<file path="config.mk">
export PLATFORM = sky130hd
export DESIGN_NAME = htlc_front
export DESIGN_NICKNAME = d
export VERILOG_FILES = /design/src/design/htlc_pkg.sv /design/src/design/htlc_front.sv
export SDC_FILE = /design/constraint.sdc
export NUM_CORES = 1
export LEC_CHECK = 0
export BUFFER_PORTS_ARGS = -buffer_cell sky130_fd_sc_hd__clkbuf_2
export CAP_MARGIN = 10
export CORE_UTILIZATION = 52
export CTS_CLUSTER_SIZE = 28
export DETAILED_ROUTE_END_ITERATION = 10
export PLACE_DENSITY = 0.88
export SETUP_SLACK_MARGIN = 0.3
export SLEW_MARGIN = 10
export SYNTH_ARGS = -nofsm -noshare
export SYNTH_HDL_FRONTEND = slang
export SYNTH_SLANG_ARGS = --single-unit
</file>
<file path="constraint.sdc">
create_clock -name clk_i -period 7.8 [get_ports clk_i]
set_clock_uncertainty 0.1 [all_clocks]
set_input_delay 0.39 -clock clk_i [delete_from_list [all_inputs] [get_ports clk_i]]
set_output_delay 0.39 -clock clk_i [all_outputs]
set_load 0.05 [all_outputs]
</file>
<file path="src/design/htlc_pkg.sv">
// Shared types and constants for the handle table block.
`timescale 1ns / 1ps
`default_nettype none
package htlc_pkg;
  localparam int NumGroups    = 16;
  localparam int Capacity     = 256;
  localparam int MaxBuckets   = 64;
  localparam int CacheEntries = 4;
  localparam int EW = $clog2(Capacity);
  localparam int LW = EW + 1;
  localparam int GW = 4;
  localparam int BW = $clog2(MaxBuckets);
  localparam int HW = $clog2(NumGroups * MaxBuckets);
  localparam logic [LW-1:0] Nil = LW'(Capacity);

  typedef enum logic [2:0] {
    KIND_OPEN = 3'd0, KIND_CLOSE = 3'd1, KIND_REG = 3'd2,
    KIND_LOOKUP = 3'd3, KIND_REMOVE = 3'd4
  } kind_e;

  typedef enum logic [1:0] {
    ST_OK = 2'd0, ST_BAD = 2'd1, ST_MISS = 2'd2, ST_FULL = 2'd3
  } status_e;

  // item passed from front to back
  typedef struct packed {
    logic [2:0]  kind;
    logic [GW-1:0] group;
    logic [15:0] bucket_count;
    logic [31:0] handle_id;
    logic [31:0] object_value;
  } item_t;
endpackage
`default_nettype wire

</file>
<file path="src/design/htlc_front.sv">
// Front: command intake and a two-entry queue toward the back.
`timescale 1ns / 1ps
`default_nettype none
module htlc_front (
  input  wire  logic           clk_i,
  input  wire  logic           rst_ni,
  input  wire  logic           start_i,
  input  wire  htlc_pkg::item_t item_i,
  output logic                 busy_o,
  output logic                 q_valid_o,
  output htlc_pkg::item_t      q_item_o,
  input  wire  logic           q_pop_i
);
  import htlc_pkg::*;
  item_t slot_q [2];
  logic [1:0] cnt_q;
  logic rd_q;
  logic push;

  assign busy_o    = (cnt_q == 2'd2);
  assign push      = start_i && !busy_o;
  assign q_valid_o = (cnt_q != 2'd0);
  assign q_item_o  = slot_q[rd_q];

  always_ff @(posedge clk_i or negedge rst_ni) begin
    if (!rst_ni) begin
      cnt_q <= '0;
      rd_q  <= 1'b0;
    end else begin
      if (push) slot_q[rd_q ^ cnt_q[0]] <= item_i;
      if (q_pop_i && q_valid_o) rd_q <= ~rd_q;
      cnt_q <= cnt_q + 2'(push) - 2'(q_pop_i && q_valid_o);
    end
  end
endmodule
`default_nettype wire

</file>
* Yosys cells after proc, flatten, opt, wreduce, memory -nomap -nowiden
Memories as Yosys holds them, arrays and structs flattened. Index checks and enable logic that the tools add are counted.
Storage, ports and cells: output and inout port bits 89, bits in registers 3, logic and storage cells 15, RAM bits 174, memories 1, input port bits 91
Memory list:
- slot_q | depth 2, bits a word 87, rd ports 1, clocked after Yosys merged registers in 0, wr ports 1, RTL line htlc_front.sv:15 | item_t slot_q [2];
Operators by class: add/subtract/negate cells 2, muxes and demuxes 2, equal/unequal tests 1, reductions and logical operators 5, bitwise logic cells 2
Operators with widths (count):
- 1-bit logical AND | 3
- 2-bit by 1-bit adder with 2-bit output | 1
- 2-bit equality test (second input constant) | 1
- 1-bit 2-to-1 mux | 2
- 2-bit nonzero test | 1
- 2-bit by 1-bit subtractor with 2-bit output | 1
- 1-bit logical NOT | 1
- 1-bit NOT | 1
- 1-bit bitwise XOR | 1

* Depth between registers and ports, before layout
depth after elaboration 6, gate-level depth with buffers 7, depth with buffers taken out 7

* Worst setup path before layout
Ideal clock, no wire load.
path type register -> register, start point register rd_q, end point memory slot_q[0][0] (netlist name) (enable), setup time 0.561 ns, arrival 5.113 ns, setup slack 2.026 ns, data required time 7.139 ns, path buffers 1, clock period less this slack 5.774 ns, stages on the path, launching flop included 4, cell sequence dfrtp_1 -> buf_4 -> or3_1 -> a21oi_1
Between the ends: longest elaborated chain between the ends 1
Ends and longest elaborated chain:
- from (decl) | RTL line htlc_front.sv:17 | logic rd_q;
- from (signal assigned) | RTL line htlc_front.sv:31 | if (q_pop_i && q_valid_o) rd_q <= ~rd_q;
- 1-bit bitwise XOR | RTL line htlc_front.sv:30 | if (push) slot_q[rd_q ^ cnt_q[0]] <= item_i;
- to (decl) | RTL line htlc_front.sv:15
Every way passes these cells.

==> results.txt <==
Clk Latency, worst-skew pair - 410 ps
Worst VDD drop - 0.0002245 V
top post-synthesis cells by area - edfxtp_1 81%, mux2_2 15%, dfrtp_1 1.2%
final wirelength - 11220 um
Final Instance Area - 0.008214 mm2
post-CTS setup buffers - 0
crit start category - register
drt first pass iters - 4
final hold violations - 0
outcome - complete, no violations
overall fraction of global-route tracks in use - 0.1814
leak pwr - 3.088 nW
Tightest Pin Transition - 1158 ps
Die H - 113.6 um
cts repair resizes - 0
Area growth syn-to-layout - 26.91%
Remaining Overflow, GRT - 0
initial DRC count - 212
worst hold margin - 60.49 ps
Seq/Total Area, Yosys - 0.8189
Max-Cap Viols - 0
power per cell area - 416.0 mW/mm2
Hold Crit Class - input pin to register
Warnings, synthesis - 0
pre-CTS setup slack - 4780 ps
Pwr Total - 3.417 mW
initial antenna violation count - 0
largest net degree at the start of global routing - 88
nets@finish - 577
Vias per Instance - 4.958
cell accounting for the most synthesized area - edfxtp_1
row count - 40
# DRC - 0
top-count cell post-synth - edfxtp_1
unrepaired setup endpoints after global routing - no
Mapped Area - 0.006472 mm2
CTS buffer count - 17
Slew headroom - 0.2281
vias in the first global route - 3537
dominant synthesized flop cell - edfxtp_1
max-slew violations - 0
Cells after Synth - 291
Post-Place Cell Area - 0.007562 mm2
io pins - 180
synthesized area per cell - 22.24 um2
Post-Route Utilization - 0.6810
Initial Util - 0.5366
Post-synth top cells - 174 x edfxtp_1, 87 x mux2_2, 9 x buf_4
Critical Path RT - 7310 ps
Fmax - 330.4 MHz
gp weighted congestion - 0.7064
clk buf depth - 2
Arr. time, crit path - 2540 ps
CTS HTree Levels - 4
share of layout cells above drive strength 1 - 0.6117
setup TNS - 0 ps
fin crit share - 0.3880
Max FO, Critical Path - 52
antenna cells - 0
Root Driver - clkbuf_16
CTS clk-pin slew, worst paths - 60 ps
synthesized flop and latch total - 177
first-pass GRT wire length - 16950 um
die width - 113.6 um
post-synth cell types - 17
crit path time final - 3027 ps
via count - 3297
CTS Hold Buffers Added - 1
port bufs - 179
Post-synth EDFFs - 174
floorplan core area - 0.01206 mm2
DR WL/cell - 16.88 um
asr flop ratio synth - 0.01695
remaining antenna violation count - 0
CTS tree - yes
final cell count without fillers - 665
CP endpoint kind - output port
setup ws final - 4773 ps
Setup Crit Path Kind - register to output port
CTS Sinks - 177
full die area - 0.01290 mm2
placed cell count - 632
top cell type's share of synthesized area - 0.8073
synthesized net count - 384
endpoints failing setup - 0
state kept, by name, indices dropped and copies added (netlist names):
name	cells
slot_q	174
cnt_q	2
rd_q	1
kinds of logic after synthesis:
| family | share of synthesized area |
|---|---|
| DFF | 0.8189 |
| and+or+nand+nor | 0.007348 |
| adders and majority gates | 0.003866 |
| AOI/OAI and AO/OA | 0.002707 |
| muxes | 0.1514 |
| buffers and inverters | 0.01179 |
| xor gates and xnor gates | 0.004060 |
power breakdown:
part / internal [mW] / switching, mW
Combinational: 0.344 / 0.891
Clock: 0.569 / 0.337
Sequential: 1.20 / 0.0742
layout by cell type, fill, tap and decap left out, types with 2 or more instances in the layout:
master / instances
xnor2_1: 2
clkinv_2: 2
inv_6: 2
clkbuf_2: 179
clkinvlp_4: 3
dfrtp_1: 2
ha_1: 2
bufinv_16: 5
buf_4: 4
clkbuf_16: 17
nand2b_1: 2
clkbuf_1: 2
nand2_1: 2
mux2_2: 87
a21oi_4: 2
edfxtp_1: 174
critical path, cell delays in order, from the launching register on:
cell and delay, ps:
dfrtp_4 770, buf_4 630, mux2_2 420, clkbuf_2 250
layout make-up:
type	instances	area, um2
fill	780	3847
sequential	177	5304
tap	168	210.2
clock inverter	13	209.0
clock buffer	19	432.9
inverter	1	3.754
multi-input combinational	103	1119
timing repair buffer	184	935.9
path summary, 6_finish.rpt:
| path | endpoint | start | slack [ps] | cells after the start |
|---|---|---|---|---|
| max in group asynchronous | rd_q$_DFFE_PN0P_ | rst_ni | 7220 | 2 |
| worst max-delay path | q_item_o[63] | rd_q$_DFFE_PN0P_ | 4770 | 3 |
| min in group asynchronous | cnt_q[0]$_DFF_PN0_ | rst_ni | 240 | 2 |
| worst max register to register | slot_q[1][16]$_DFFE_PP_ | rd_q$_DFFE_PN0P_ | 4800 | 4 |
| worst min register to register | cnt_q[1]$_DFF_PN0_ | cnt_q[1]$_DFF_PN0_ | 470 | 1 |
| worst min-delay path | slot_q[1][20]$_DFFE_PP_ | item_i[20] | 60 | 1 |
per-layer routing:
layer  track usage  part of all wire  vias up
met3       0.05526             0.062       26
met2        0.3199              0.53      129
li1              -                 -     1545
met5             0                 0        -
met1        0.1932              0.39     1597
met4        0.1035             0.025        0
No activity file was read; power rests on OpenSTA's default activity.
